## config.mk

```make
export PLATFORM = sky130hd
export DESIGN_NAME = json_object_member_splitter_core
export DESIGN_NICKNAME = d
export VERILOG_FILES = /design/src/rtl/jsms_pkg.sv /design/src/rtl/json_object_member_splitter_core.sv /design/src/rtl/jsms_front.sv /design/src/rtl/jsms_queue.sv /design/src/rtl/jsms_back.sv
export SDC_FILE = /design/constraint.sdc
export NUM_CORES = 1
export LEC_CHECK = 0
export BUFFER_PORTS_ARGS = -buffer_cell sky130_fd_sc_hd__buf_2
export CAP_MARGIN = 0
export CORE_MARGIN = 4
export CORE_UTILIZATION = 40
export DETAILED_ROUTE_END_ITERATION = 12
export GPL_TIMING_DRIVEN = 0
export HOLD_SLACK_MARGIN = 0.12
export PLACE_DENSITY = 0.62
export SLEW_MARGIN = 25
export SYNTH_ARGS = -nofsm -noshare
export SYNTH_HDL_FRONTEND = slang
export SYNTH_SLANG_ARGS = --single-unit
export TNS_END_PERCENT = 100
```

## constraint.sdc

```tcl
create_clock -name clk -period 11.25 [get_ports clk]
set_input_delay 0.5625 -clock clk [delete_from_list [all_inputs] [get_ports clk]]
set_output_delay 0.5625 -clock clk [all_outputs]
set_load 0.05 [all_outputs]
```

## src/rtl/jsms_pkg.sv

```systemverilog
`default_nettype none
// ----------------------------------------------------------------------------
// JSON member splitter package
// Shared constants, byte classes and the types passed between the front part,
// the item queue and the back part.
// ----------------------------------------------------------------------------
package jsms_pkg;

    // Widths of the result fields and of the scan state.
    localparam int FIELD_W = 16;
    localparam int POS_W   = FIELD_W + 1;
    localparam int DEPTH_W = 8;

    // Text positions run from 0 up to TEXT_LIMIT; a byte at TEXT_LIMIT is not scanned.
    localparam logic [POS_W-1:0]   TEXT_LIMIT = POS_W'(65536);
    localparam logic [DEPTH_W-1:0] DEPTH_MAX  = DEPTH_W'(255);

    // Item queue between the front and the back part.
    localparam int QUEUE_AW    = 2;
    localparam int QUEUE_DEPTH = 1 << QUEUE_AW;

    // Byte values that matter to the scanner.
    localparam logic [7:0] CH_BACKSLASH = 8'h5C;
    localparam logic [7:0] CH_QUOTE     = 8'h22;
    localparam logic [7:0] CH_LBRACE    = 8'h7B;
    localparam logic [7:0] CH_RBRACE    = 8'h7D;
    localparam logic [7:0] CH_LBRACKET  = 8'h5B;
    localparam logic [7:0] CH_RBRACKET  = 8'h5D;
    localparam logic [7:0] CH_COLON     = 8'h3A;
    localparam logic [7:0] CH_COMMA     = 8'h2C;

    typedef enum logic [3:0] {
        CLS_OTHER,
        CLS_BACKSLASH,
        CLS_QUOTE,
        CLS_LBRACE,
        CLS_RBRACE,
        CLS_LBRACKET,
        CLS_RBRACKET,
        CLS_COLON,
        CLS_COMMA
    } char_class_t;

    typedef enum logic [1:0] {
        ERR_NONE    = 2'd0,
        ERR_FRAMING = 2'd1,
        ERR_DEPTH   = 2'd2
    } err_code_t;

    // One classified item as it travels through the queue.
    typedef struct packed {
        char_class_t cls;
        logic        last;
    } item_t;

    // Queue status seen by the front and the back part.
    typedef struct packed {
        logic full;
        logic empty;
    } queue_status_t;

endpackage : jsms_pkg
`default_nettype wire

```

## src/rtl/json_object_member_splitter_core.sv

```systemverilog
`default_nettype none
// ----------------------------------------------------------------------------
// JSON object member splitter
// Splits the bytes of one JSON object into key and value offsets and lengths.
// ----------------------------------------------------------------------------
// A result item passes through the item queue and then the result register.
// Throughput: one byte per cycle, set by the back part's scan state update;
// a result held by a stalled output stops it once the four-entry queue fills.
// Reset (rst_n, asynchronous, active low) empties the queue, clears the scan
// state and drops any pending result.
// ----------------------------------------------------------------------------
//
// The front part classifies each byte into one of the characters that matter
// (quote, backslash, braces, brackets, colon, comma) and pushes the class with
// the last-byte flag into a short queue. Its stall follows only the queue's
// registered fill level, so it never waits on the output directly.
//
// The back part pops one item per cycle and updates the escape, string and
// depth tracking. At depth zero it captures each quoted key and the value that
// starts after the colon. A comma at depth zero outside a string ends a member
// and produces a result item; the last byte always produces one, marked with
// object_end, and returns the scanner to its reset state. Only an item that
// makes a result waits while the output register holds a stalled result.
//
// The first and last byte only frame the object. Bad framing, an over-long
// text and depth overflow or underflow set a sticky error code that each result
// from that byte to the end of the object carries.
module json_object_member_splitter_core (
    input  wire logic                    clk,
    input  wire logic                    rst_n,
    input  wire logic                    char_valid,
    output logic                         char_stall,
    input  wire logic [7:0]              char_byte,
    input  wire logic                    last_char,
    output logic                         result_valid,
    input  wire logic                    result_stall,
    output logic                         member_valid,
    output logic [jsms_pkg::FIELD_W-1:0] key_offset,
    output logic [jsms_pkg::FIELD_W-1:0] key_length,
    output logic [jsms_pkg::FIELD_W-1:0] value_offset,
    output logic [jsms_pkg::FIELD_W-1:0] value_length,
    output logic                         object_end,
    output logic [1:0]                   error_code
);
    import jsms_pkg::*;

    queue_status_t q_status;
    item_t         push_item;
    item_t         head_item;
    logic          push;
    logic          pop;

    jsms_front u_front (
        .char_valid (char_valid),
        .char_stall (char_stall),
        .char_byte  (char_byte),
        .last_char  (last_char),
        .q_status   (q_status),
        .push       (push),
        .push_item  (push_item)
    );

    jsms_queue u_queue (
        .clk       (clk),
        .rst_n     (rst_n),
        .push      (push),
        .push_item (push_item),
        .pop       (pop),
        .head_item (head_item),
        .q_status  (q_status)
    );

    jsms_back u_back (
        .clk          (clk),
        .rst_n        (rst_n),
        .head_item    (head_item),
        .q_status     (q_status),
        .pop          (pop),
        .result_valid (result_valid),
        .result_stall (result_stall),
        .member_valid (member_valid),
        .key_offset   (key_offset),
        .key_length   (key_length),
        .value_offset (value_offset),
        .value_length (value_length),
        .object_end   (object_end),
        .error_code   (error_code)
    );

endmodule : json_object_member_splitter_core
`default_nettype wire

```

## src/rtl/jsms_front.sv

```systemverilog
`default_nettype none
// ----------------------------------------------------------------------------
// JSON member splitter front part
// Accepts bytes, sorts each into a character class and pushes it to the queue.
// ----------------------------------------------------------------------------
module jsms_front (
    input  wire logic                    char_valid,
    output logic                         char_stall,
    input  wire logic [7:0]              char_byte,
    input  wire logic                    last_char,
    input  wire jsms_pkg::queue_status_t q_status,
    output logic                         push,
    output jsms_pkg::item_t              push_item
);
    import jsms_pkg::*;

    char_class_t cls;

    always_comb
    begin
        case (char_byte)
            CH_BACKSLASH: cls = CLS_BACKSLASH;
            CH_QUOTE:     cls = CLS_QUOTE;
            CH_LBRACE:    cls = CLS_LBRACE;
            CH_RBRACE:    cls = CLS_RBRACE;
            CH_LBRACKET:  cls = CLS_LBRACKET;
            CH_RBRACKET:  cls = CLS_RBRACKET;
            CH_COLON:     cls = CLS_COLON;
            CH_COMMA:     cls = CLS_COMMA;
            default:      cls = CLS_OTHER;
        endcase
    end

    // The stall comes from the registered fill level only.
    assign char_stall     = q_status.full;
    assign push           = char_valid && !q_status.full;
    assign push_item.cls  = cls;
    assign push_item.last = last_char;

endmodule : jsms_front
`default_nettype wire

```

## src/rtl/jsms_queue.sv

```systemverilog
`default_nettype none
// ----------------------------------------------------------------------------
// JSON member splitter item queue
// A short first-in first-out queue of classified items.
// ----------------------------------------------------------------------------
module jsms_queue (
    input  wire logic                    clk,
    input  wire logic                    rst_n,
    input  wire logic                    push,
    input  wire jsms_pkg::item_t         push_item,
    input  wire logic                    pop,
    output jsms_pkg::item_t              head_item,
    output jsms_pkg::queue_status_t      q_status
);
    import jsms_pkg::*;

    item_t                entry_reg [QUEUE_DEPTH];
    logic [QUEUE_AW-1:0]  wr_ptr_reg;
    logic [QUEUE_AW-1:0]  wr_ptr_next;
    logic [QUEUE_AW-1:0]  rd_ptr_reg;
    logic [QUEUE_AW-1:0]  rd_ptr_next;
    logic [QUEUE_AW:0]    count_reg;
    logic [QUEUE_AW:0]    count_next;

    always_comb
    begin
        wr_ptr_next = push ? wr_ptr_reg + QUEUE_AW'(1) : wr_ptr_reg;
        rd_ptr_next = pop ? rd_ptr_reg + QUEUE_AW'(1) : rd_ptr_reg;
        count_next  = count_reg;
        if (push && !pop)
        begin
            count_next = count_reg + (QUEUE_AW+1)'(1);
        end
        else if (pop && !push)
        begin
            count_next = count_reg - (QUEUE_AW+1)'(1);
        end
    end

    always_ff @(posedge clk or negedge rst_n)
    begin
        if (!rst_n)
        begin
            wr_ptr_reg <= '0;
            rd_ptr_reg <= '0;
            count_reg  <= '0;
        end
        else
        begin
            wr_ptr_reg <= wr_ptr_next;
            rd_ptr_reg <= rd_ptr_next;
            count_reg  <= count_next;
        end
    end

    always_ff @(posedge clk)
    begin
        if (push)
        begin
            entry_reg[wr_ptr_reg] <= push_item;
        end
    end

    assign head_item      = entry_reg[rd_ptr_reg];
    assign q_status.full  = (count_reg == (QUEUE_AW+1)'(QUEUE_DEPTH));
    assign q_status.empty = (count_reg == '0);

    // The fill level tracks the pointer distance.
    a_count_ptrs: assert property (@(posedge clk) disable iff (!rst_n)
        (wr_ptr_reg - rd_ptr_reg) == count_reg[QUEUE_AW-1:0])
        else $error("queue fill level disagrees with pointers");

    a_no_pop_empty: assert property (@(posedge clk) disable iff (!rst_n)
        pop |-> !q_status.empty)
        else $error("queue popped while empty");

endmodule : jsms_queue
`default_nettype wire

```

## src/rtl/jsms_back.sv

```systemverilog
`default_nettype none
// ----------------------------------------------------------------------------
// JSON member splitter back part
// Runs the scan state for each classified item and registers the results.
// ----------------------------------------------------------------------------
module jsms_back (
    input  wire logic                    clk,
    input  wire logic                    rst_n,
    input  wire jsms_pkg::item_t         head_item,
    input  wire jsms_pkg::queue_status_t q_status,
    output logic                         pop,
    output logic                         result_valid,
    input  wire logic                    result_stall,
    output logic                         member_valid,
    output logic [jsms_pkg::FIELD_W-1:0] key_offset,
    output logic [jsms_pkg::FIELD_W-1:0] key_length,
    output logic [jsms_pkg::FIELD_W-1:0] value_offset,
    output logic [jsms_pkg::FIELD_W-1:0] value_length,
    output logic                         object_end,
    output logic [1:0]                   error_code
);
    import jsms_pkg::*;

    // Scan state.
    logic [POS_W-1:0]   pos_reg,       pos_next;
    logic [DEPTH_W-1:0] brace_reg,     brace_next;
    logic [DEPTH_W-1:0] bracket_reg,   bracket_next;
    logic               in_string_reg, in_string_next;
    logic               escape_reg,    escape_next;
    logic               in_value_reg,  in_value_next;
    logic [FIELD_W-1:0] token_reg,     token_next;
    logic [FIELD_W-1:0] key_off_reg,   key_off_next;
    logic [FIELD_W-1:0] key_len_reg,   key_len_next;
    err_code_t          err_reg,       err_next;

    // Result register.
    logic               out_valid_reg;
    logic               out_member_reg;
    logic [FIELD_W-1:0] out_key_off_reg;
    logic [FIELD_W-1:0] out_key_len_reg;
    logic [FIELD_W-1:0] out_val_off_reg;
    logic [FIELD_W-1:0] out_val_len_reg;
    logic               out_end_reg;
    err_code_t          out_err_reg;

    logic               fire;
    logic               make_result;
    logic               res_member;
    logic [FIELD_W-1:0] res_val_len;
    logic               in_range;
    logic               first;
    logic               top;
    logic               scan;
    logic               framing_err;
    logic               depth_err;
    logic               comma_hit;
    logic [FIELD_W-1:0] pos_low;

    always_comb
    begin
        pos_low     = pos_reg[FIELD_W-1:0];
        in_range    = (pos_reg < TEXT_LIMIT);
        first       = (pos_reg == '0);
        top         = (brace_reg == '0) && (bracket_reg == '0);
        scan        = in_range && !first && !head_item.last;
        framing_err = !in_range || (first && head_item.cls != CLS_LBRACE)
                      || (head_item.last && head_item.cls != CLS_RBRACE);
        comma_hit   = scan && head_item.cls == CLS_COMMA && !in_string_reg && top
                      && in_value_reg;
        make_result = head_item.last || comma_hit;
        fire        = !q_status.empty && (!make_result || !out_valid_reg || !result_stall);

        depth_err      = 1'b0;
        pos_next       = pos_reg;
        brace_next     = brace_reg;
        bracket_next   = bracket_reg;
        in_string_next = in_string_reg;
        escape_next    = escape_reg;
        in_value_next  = in_value_reg;
        token_next     = token_reg;
        key_off_next   = key_off_reg;
        key_len_next   = key_len_reg;

        if (scan)
        begin
            escape_next = !escape_reg && head_item.cls == CLS_BACKSLASH;
            case (head_item.cls)
                CLS_QUOTE:
                begin
                    if (!escape_reg)
                    begin
                        if (top && !in_value_reg)
                        begin
                            if (!in_string_reg)
                            begin
                                token_next = pos_low;
                            end
                            else
                            begin
                                key_off_next = token_reg + FIELD_W'(1);
                                key_len_next = pos_low - token_reg - FIELD_W'(1);
                            end
                        end
                        in_string_next = !in_string_reg;
                    end
                end
                CLS_LBRACE:
                begin
                    if (!in_string_reg)
                    begin
                        if (brace_reg >= DEPTH_MAX)
                            depth_err = 1'b1;
                        else
                            brace_next = brace_reg + DEPTH_W'(1);
                    end
                end
                CLS_RBRACE:
                begin
                    if (!in_string_reg)
                    begin
                        if (brace_reg == '0)
                            depth_err = 1'b1;
                        else
                            brace_next = brace_reg - DEPTH_W'(1);
                    end
                end
                CLS_LBRACKET:
                begin
                    if (!in_string_reg)
                    begin
                        if (bracket_reg >= DEPTH_MAX)
                            depth_err = 1'b1;
                        else
                            bracket_next = bracket_reg + DEPTH_W'(1);
                    end
                end
                CLS_RBRACKET:
                begin
                    if (!in_string_reg)
                    begin
                        if (bracket_reg == '0)
                            depth_err = 1'b1;
                        else
                            bracket_next = bracket_reg - DEPTH_W'(1);
                    end
                end
                CLS_COLON:
                begin
                    if (!in_string_reg && top)
                    begin
                        in_value_next = 1'b1;
                        token_next    = pos_low + FIELD_W'(1);
                    end
                end
                CLS_COMMA:
                begin
                    if (comma_hit)
                        in_value_next = 1'b0;
                end
                default:
                begin
                end
            endcase
        end

        // The first error of an object sticks; framing wins over a depth error on the same byte.
        if (err_reg != ERR_NONE)
            err_next = err_reg;
        else if (framing_err)
            err_next = ERR_FRAMING;
        else if (depth_err)
            err_next = ERR_DEPTH;
        else
            err_next = ERR_NONE;

        if (in_range)
            pos_next = pos_reg + POS_W'(1);

        res_member  = head_item.last ? in_value_reg : 1'b1;
        res_val_len = pos_low - token_reg;

        // The last byte reports and then returns every state to reset.
        if (head_item.last)
        begin
            pos_next       = '0;
            brace_next     = '0;
            bracket_next   = '0;
            in_string_next = 1'b0;
            escape_next    = 1'b0;
            in_value_next  = 1'b0;
            token_next     = '0;
            key_off_next   = '0;
            key_len_next   = '0;
        end
    end

    always_ff @(posedge clk or negedge rst_n)
    begin
        if (!rst_n)
        begin
            pos_reg       <= '0;
            brace_reg     <= '0;
            bracket_reg   <= '0;
            in_string_reg <= 1'b0;
            escape_reg    <= 1'b0;
            in_value_reg  <= 1'b0;
            token_reg     <= '0;
            key_off_reg   <= '0;
            key_len_reg   <= '0;
            err_reg       <= ERR_NONE;
            out_valid_reg <= 1'b0;
        end
        else
        begin
            if (fire)
            begin
                pos_reg       <= pos_next;
                brace_reg     <= brace_next;
                bracket_reg   <= bracket_next;
                in_string_reg <= in_string_next;
                escape_reg    <= escape_next;
                in_value_reg  <= in_value_next;
                token_reg     <= token_next;
                key_off_reg   <= key_off_next;
                key_len_reg   <= key_len_next;
                err_reg       <= head_item.last ? ERR_NONE : err_next;
            end
            if (fire && make_result)
                out_valid_reg <= 1'b1;
            else if (!result_stall)
                out_valid_reg <= 1'b0;
        end
    end

    always_ff @(posedge clk)
    begin
        if (fire && make_result)
        begin
            out_member_reg  <= res_member;
            out_key_off_reg <= res_member ? key_off_reg : '0;
            out_key_len_reg <= res_member ? key_len_reg : '0;
            out_val_off_reg <= res_member ? token_reg : '0;
            out_val_len_reg <= res_member ? res_val_len : '0;
            out_end_reg     <= head_item.last;
            out_err_reg     <= err_next;
        end
    end

    assign pop          = fire;
    assign result_valid = out_valid_reg;
    assign member_valid = out_member_reg;
    assign key_offset   = out_key_off_reg;
    assign key_length   = out_key_len_reg;
    assign value_offset = out_val_off_reg;
    assign value_length = out_val_len_reg;
    assign object_end   = out_end_reg;
    assign error_code   = out_err_reg;

    // The end of an object leaves the scanner in its reset state.
    a_end_clears: assert property (@(posedge clk) disable iff (!rst_n)
        (fire && head_item.last) |=> (pos_reg == '0 && brace_reg == '0
            && bracket_reg == '0 && !in_value_reg && err_reg == ERR_NONE))
        else $error("scan state not cleared after last byte");

    // A raised error holds until the object ends.
    a_err_sticky: assert property (@(posedge clk) disable iff (!rst_n)
        (err_reg != ERR_NONE && !(fire && head_item.last)) |=> err_reg == $past(err_reg))
        else $error("sticky error changed inside an object");

    // A result without a member carries zero offsets and lengths.
    a_empty_member: assert property (@(posedge clk) disable iff (!rst_n)
        (result_valid && !member_valid) |-> (key_offset == '0 && key_length == '0
            && value_offset == '0 && value_length == '0))
        else $error("non-member result carries offsets");

endmodule : jsms_back
`default_nettype wire
```

## After elaboration in Yosys (flattened, before gate mapping)

Memories as Yosys holds them, arrays and structs flattened.
Cells that the tools add are included.

- Input bits: 13
- Memory bits (writable): 20
- Bits in registers: 162
- Memories: 1
- Output and inout bits: 70
- Logic and storage cells: 198

Memories:

| name | depth | width | read ports | clocked after Yosys merged registers in | wr ports | line | source |
|---|---|---|---|---|---|---|---|
| u_queue.entry_reg | 4 | 5 | 1 | 0 | 1 | jsms_queue.sv:17 | `item_t entry_reg [QUEUE_DEPTH];` |

- Equality and inequality tests: 34
- Reductions and logical operators: 58
- $add $sub $neg: 13
- $lt $le $gt $ge: 3
- Mux-type cells: 68

Operators with widths:

| kind | count |
|---|---|
| 16-bit 2-to-1 mux | 18 |
| 8-bit 2-to-1 mux | 12 |
| 8-bit by 7-bit equality test with 1-bit output, second input constant | 5 |
| 17-bit 2-to-1 mux | 2 |
| 16-bit by 1-bit adder with 16-bit output, second input constant | 2 |
| 16-bit case mux with 2 select lines | 1 |
| 4-bit case mux with 8 select lines | 1 |
| 8-bit case mux with 2 select lines | 2 |
| 3-bit by 2-bit != test with 1-bit output, second input constant | 10 |
| 8-bit by 6-bit equality test with 1-bit output, second input constant | 3 |
| 1-bit 2-to-1 mux | 24 |
| 7-bit AND reduction | 3 |
| 17-bit by 1-bit adder with 17-bit output, second input constant | 1 |
| 1-bit logical AND | 17 |
| 17-bit zero test | 1 |
| 17-bit < comparator, second input constant | 1 |
| 8-bit by 1-bit adder with 8-bit output, second input constant | 2 |
| 4-bit by 3-bit equality test with 1-bit output, second input constant | 4 |
| 8-bit greater-or-equal comparator, second input constant | 2 |
| 8-bit zero test | 2 |
| 16-bit by 1-bit subtractor with 16-bit output, second input constant | 1 |
| 16-bit subtractor | 1 |
| 8-bit by 1-bit subtractor with 8-bit output, second input constant | 2 |
| 2-bit nonzero test | 7 |
| other kinds (23) | 52 |

## Depth between registers and ports, before layout

- Depth in word-level cells: 16
- Mapped depth: 15
- Gate-level depth less buffers: 15

## By module

From an unflattened synthesis, not the netlist that was laid out.

- Cells, all modules: 951
- Area, all modules: 9937.0 µm²

Modules (own cells, without submodules):

| module | seq. area each (µm²) | area each (µm²) | instances | cells an instance |
|---|---|---|---|---|
| jsms_back | 4219.0 | 8625.8 | 1 | 863 |
| jsms_queue | 775.7 | 1118.6 | 1 | 61 |
| jsms_front | 0.0 | 192.7 | 1 | 27 |

## Least setup slack after synthesis

No wires, ideal clock.

- Path kind: register to register
- From: reg u_queue.rd_ptr_reg[0]
- To: reg u_back.out_err_reg[0], in the netlist u_back.error_code[0] (enable)
- Data required time: 10756 ps
- Setup slack: 6016 ps
- Data arrival time: 4740 ps
- Period minus slack after synthesis: 5234 ps
- Buffers on the path: 1
- Library setup time: 494 ps
- Stages on the path, launching flop included: 9
- Path through: dfrtp_1 buf_6 mux4_2 nor4b_2 a41oi_1 nor2_1 nor2_2 inv_2 nor2_1

- Cells in the longest elaborated chain, start to end: 13
- Elaborated cells between the ends (all ways): 14
- Those cells by class: 1 x eq/ne; 12 x reduce/logical; 1 x memory

Ends and longest elaborated chain:

| what | line | source |
|---|---|---|
| from (decl) | jsms_queue.sv:20 | `logic [QUEUE_AW-1:0] rd_ptr_reg;` |
| from (signal assigned) | jsms_queue.sv:51 | `rd_ptr_reg <= rd_ptr_next;` |
| memory 4 x 5 bit * | -- |  |
| parallel branches: the longest is 6 deep, another holds 4-bit equality test | -- |  |
| 1-bit logical OR * | jsms_back.sv:70 | `make_result = head_item.last \|\| comma_hit;` |
| 1-bit zero test | jsms_back.sv:71 | `fire = !q_status.empty && (!make_result \|\| !out_valid_reg \|\| !result_stall);` |
| 1-bit logical OR (2 in series) | jsms_back.sv:71 |  |
| 1-bit logical AND | jsms_back.sv:71 |  |
| 1-bit logical AND * | jsms_back.sv:237 | `if (fire && make_result)` |
| to (signal assigned) | jsms_back.sv:245 | `out_err_reg <= err_next;` |
| to (decl) | jsms_back.sv:44 | `err_code_t out_err_reg;` |

Mark *: on every way between the ends.
A chain may end at the register's enable or synchronous reset.

## Worst setup path in the final report

- From: reg u_queue.rd_ptr_reg[1]
- To: reg u_back.bracket_reg[7]

- Cells in the longest elaborated chain, start to end: 13
- Elaborated cells between the ends (all ways): 25
- Those cells by class: 7 x eq/ne; 3 x mux; 14 x reduce/logical; 1 x memory

Ends and longest elaborated chain:

| what | line | source |
|---|---|---|
| memory 4 x 5 bit * | -- |  |
| parallel branches: the longest is 12 deep, another holds 7-bit AND reduction | -- |  |
| to (signal assigned) | jsms_back.sv:219 | `bracket_reg <= bracket_next;` |
| to (decl) | jsms_back.sv:27 | `logic [DEPTH_W-1:0] bracket_reg, bracket_next;` |

Mark *: on every way between the ends. The select of a mux whose other input is x is not followed.

==> flow_metrics.env <==
export IMPL_run_status="completed"
export IMPL_cap_violations=0
export IMPL_finalPower_mw=3.65
export IMPL_synth_edff_count=88
export IMPL_r2r_end="u_back.bracket_reg[7]$_DFFE_PN0P_"
export IMPL_final_period_utilization_pct=35.6
export IMPL_track_usage_pct=17.3
export IMPL_grt_use_met2_pct=27.5
export IMPL_arrival_ns=4.37
export IMPL_synthTopCellsByArea="edfxtp_1, dfrtp_1, ha_1"
export IMPL_gr_usage_met1_pct=24.9
export IMPL_power_frac_seq_pct=28.6
export IMPL_start_util_pct=40.5
export IMPL_postRouteAntennaNets=0
export IMPL_syn_inst=946
export IMPL_cp_start_kind="flip-flop"
export IMPL_gp_congestion=0.826
export IMPL_final_common_cell="nand2_1"
export IMPL_die_h_um=165
export IMPL_busiest_layer="met2"
export IMPL_final_cells=1386
export IMPL_path_depth=13
export IMPL_muxShareOfSynthArea_pct=1.86
export IMPL_setup_viol=0
export IMPL_end_kind="flip-flop"
export IMPL_p_int_mw=1.82
export IMPL_grt_setup_unrepaired="false"
export IMPL_path_cells="clkbuf_1, mux4_2, nand2b_1, nor2_1, ha_1, a21o_1, a21oi_1, o21bai_1, a21oi_1, o21ai_0, xnor2_1, or4_1, o21ai_1"
export IMPL_n_fill_cell=2265
export IMPL_antenna_found_initial=0
export IMPL_avgSynthCellArea_sq_um=10.4
export IMPL_yosysSeqAreaShare_pct=51.0
export IMPL_largest_register_ffs=20
export IMPL_grt_ovfl_total=0
export IMPL_grt_max_degree=50
export IMPL_drcViolationCount=0
export IMPL_p_clk_share_pct=16.8
export IMPL_die_x_um=165
export IMPL_skew_ns=0.0118
export IMPL_synth_xor_area_share_pct=6.44
export IMPL_ir_worst_vdd_v=0.000152
export IMPL_finalSetupTns_ns=0
export IMPL_via_per_inst=5.26
export IMPL_fin_crit_ns=4.00
export IMPL_max_freq_mhz=250
export IMPL_antenna_cells=0
export IMPL_cts_tree="done"
export IMPL_postCtsHoldBufs=1
export IMPL_drt_iter0_drc=487
export IMPL_cp_top_family="simple AND/OR/NAND/NOR gates"
export IMPL_crit_top_cell="a21oi_1"
export IMPL_final_nets=1102
export IMPL_final_max_slew_viol_count=0
export IMPL_setup_worst_path_start="u_queue.rd_ptr_reg[1]$_DFFE_PN0P_"
export IMPL_synth_main_ff_cell="dfrtp_1"
export IMPL_cts_sinks=182
export IMPL_final_cell_mix="nand2_1, dfrtp_1, edfxtp_1, buf_2, nor2_1"
export IMPL_vias=7285
export IMPL_hp_class="in -> reg"
export IMPL_cts_max_level=4
export IMPL_synthAdderAreaFrac_pct=5.41
export IMPL_pin_count=83
export IMPL_ys_warn_count=0
export IMPL_portBuffers=80
export IMPL_worst_pin_slew_ns=0.991
export IMPL_drive_gt1_share_pct=14.6
export IMPL_p_switching_mw=1.83
export IMPL_synth_top_family_by_area="simple AND/OR/NAND/NOR gates"
export IMPL_power_switching_share_pct=50.2
export IMPL_post_cts_buffers=0
export IMPL_first_pass_iters=5
export IMPL_comb_power_share_pct=54.7
export IMPL_row_count=57
export IMPL_grt_pass1_vias=6889
export IMPL_placedCellCount=1353
export IMPL_critPathKind="reg -> reg"
export IMPL_crit_slowest_cell="nor2_1"
export IMPL_finalHoldViolCount=0
export IMPL_hpwl_um=17100
export IMPL_cts_buffers=17
export IMPL_async_reset_ff_share_pct=51.6
export IMPL_synth_nets=999
export IMPL_path_max_fanout=8
export IMPL_grt_pass1_wl_um=37000
export IMPL_path_clk_slew_ns=0.08
export IMPL_synth_compound_area_share_pct=14.2
export IMPL_synth_top_area_share_pct=27.0
export IMPL_rrSetupSlack_ns=7.25
export IMPL_netlist_top_cell_by_area="edfxtp_1"
export IMPL_areaGrowthSynthToFinish_pct=15.4
export IMPL_cp_num_buf_inv=1
export IMPL_slew_headroom_pct=33.7
export IMPL_dieArea_sq_mm=0.0271
export IMPL_reg2reg_depth=13
export IMPL_ys_ff_latch=182
export IMPL_coreArea_sq_mm=0.0242
export IMPL_routedWlPerCell_um=16.5
export IMPL_synth_area_sq_mm=0.00980
export IMPL_leakage_nw=4.72
export IMPL_routed_wl_um=22900
export IMPL_grt_use_met3_pct=2.77
export IMPL_synth_distinct_cells=72
export IMPL_clock_latency_ns=0.43
export IMPL_synthSimpleGateAreaFrac_pct=17.7
export IMPL_crit_end="u_back.bracket_reg[7]$_DFFE_PN0P_"
export IMPL_powerDensity_mw_per_mm2=323
export IMPL_worstReg2RegStart="u_queue.rd_ptr_reg[1]$_DFFE_PN0P_"
export IMPL_required_ns=11.62
export IMPL_critPathMaxStageDelay_ns=0.55
export IMPL_cts_root_buf="clkbuf_16"
export IMPL_postCtsResizedCells=0
export IMPL_holdWs_ns=0.337
export IMPL_final_core_util_pct=46.8
export IMPL_ctsLongestPathBuffers=2
==> through the flow <==
step                area (sq um)  worst slack, ns
CTS                        11300             7.30
global route               11300             7.05
finish                     11300             7.25
global placement           10600             4.11
floorplan                   9800             6.02
detailed placement         10700             7.31
==> synthesized netlist by cell type (all sizes together) (7+ instances only) <==
master	number
nand2	99
dfrtp	94
edfxtp	88
nor2	84
o21ai	72
xnor2	50
and2	49
ha	36
clkbuf	35
a21oi	33
inv	32
nand3	32
o31ai	31
xor2	22
a31oi	15
nor3	15
nand4	14
buf	13
nand2b	12
nor4	12
a21o	10
and3	8
o41ai	8
mux2i	7
o211ai	7
or3	7
==> cells by family (layout without fill, tap and decap cells) <==
group | Yosys count | in the layout
multiplexers | 13 | 13
flip-flops | 182 | 182
buffers and inverters | 80 | 196
AO/OA/AOI/OAI | 209 | 209
adder cells (fa/ha/maj) | 40 | 40
XOR/XNOR | 72 | 72
AND/OR/NAND/NOR | 350 | 350
==> layer usage <==
layer	vias up	routed length, um	part of all wire [%]
met3	18	958	4.2
met2	156	10400	46
met5	-	0	0
met4	0	295	1.3
li1	3607	-	-
met1	3504	11200	49
==> how the worst min path moves through the flow <==
stage	start	to	cells after the start
global route	last_char	u_queue.entry_reg[3][0]$_DFFE_PP_	1
CTS	last_char	u_queue.entry_reg[3][0]$_DFFE_PP_	1
detailed placement	u_back.key_off_reg[0]$_DFFE_PN0P_	u_back.key_off_reg[0]$_DFFE_PN0P_	2
floorplan	rst_n	u_back.brace_reg[0]$_DFFE_PN0P_	0
global placement	u_back.key_len_reg[1]$_DFFE_PN0P_	u_back.key_len_reg[1]$_DFFE_PN0P_	2
finish	last_char	u_queue.entry_reg[2][0]$_DFFE_PP_	1
==> worst register-to-register path: cells and delay by family (launching register included) <==
kind	cells	cell delay [ns]
flip-flops	1	0.32
AND/OR/NAND/NOR	3	1.30
adder cells (fa/ha/maj)	1	0.36
XOR/XNOR	1	0.16
buffers and inverters	1	0.35
AO/OA/AOI/OAI	6	1.00
multiplexers	1	0.43
==> layout make-up <==
cell class | instances | area (sq um) | share of cell area, %
Clock buffer | 17 | 425 | 3.76
Clock inverter | 15 | 190 | 1.68
Tap cell | 324 | 405 | 3.58
Inverter | 32 | 120 | 1.06
Timing Repair Buffer | 84 | 484 | 4.28
Sequential cell | 182 | 4990 | 44.2
Multi-Input combinational cell | 684 | 4470 | 39.5
Buffer | 48 | 223 | 1.97
==> power groups by stage <==
stage	clock [mW]	combinational, mW	sequential, mW
after floorplan	0	1.03	1.52
after global placement	0	1.95	1.08
after detailed placement	0	2.00	1.06
after CTS	0.624	2.01	1.05
after global routing	0.654	2.18	1.07
final	0.612	2.00	1.04
Note: power is estimated with default switching activity, not from simulation.
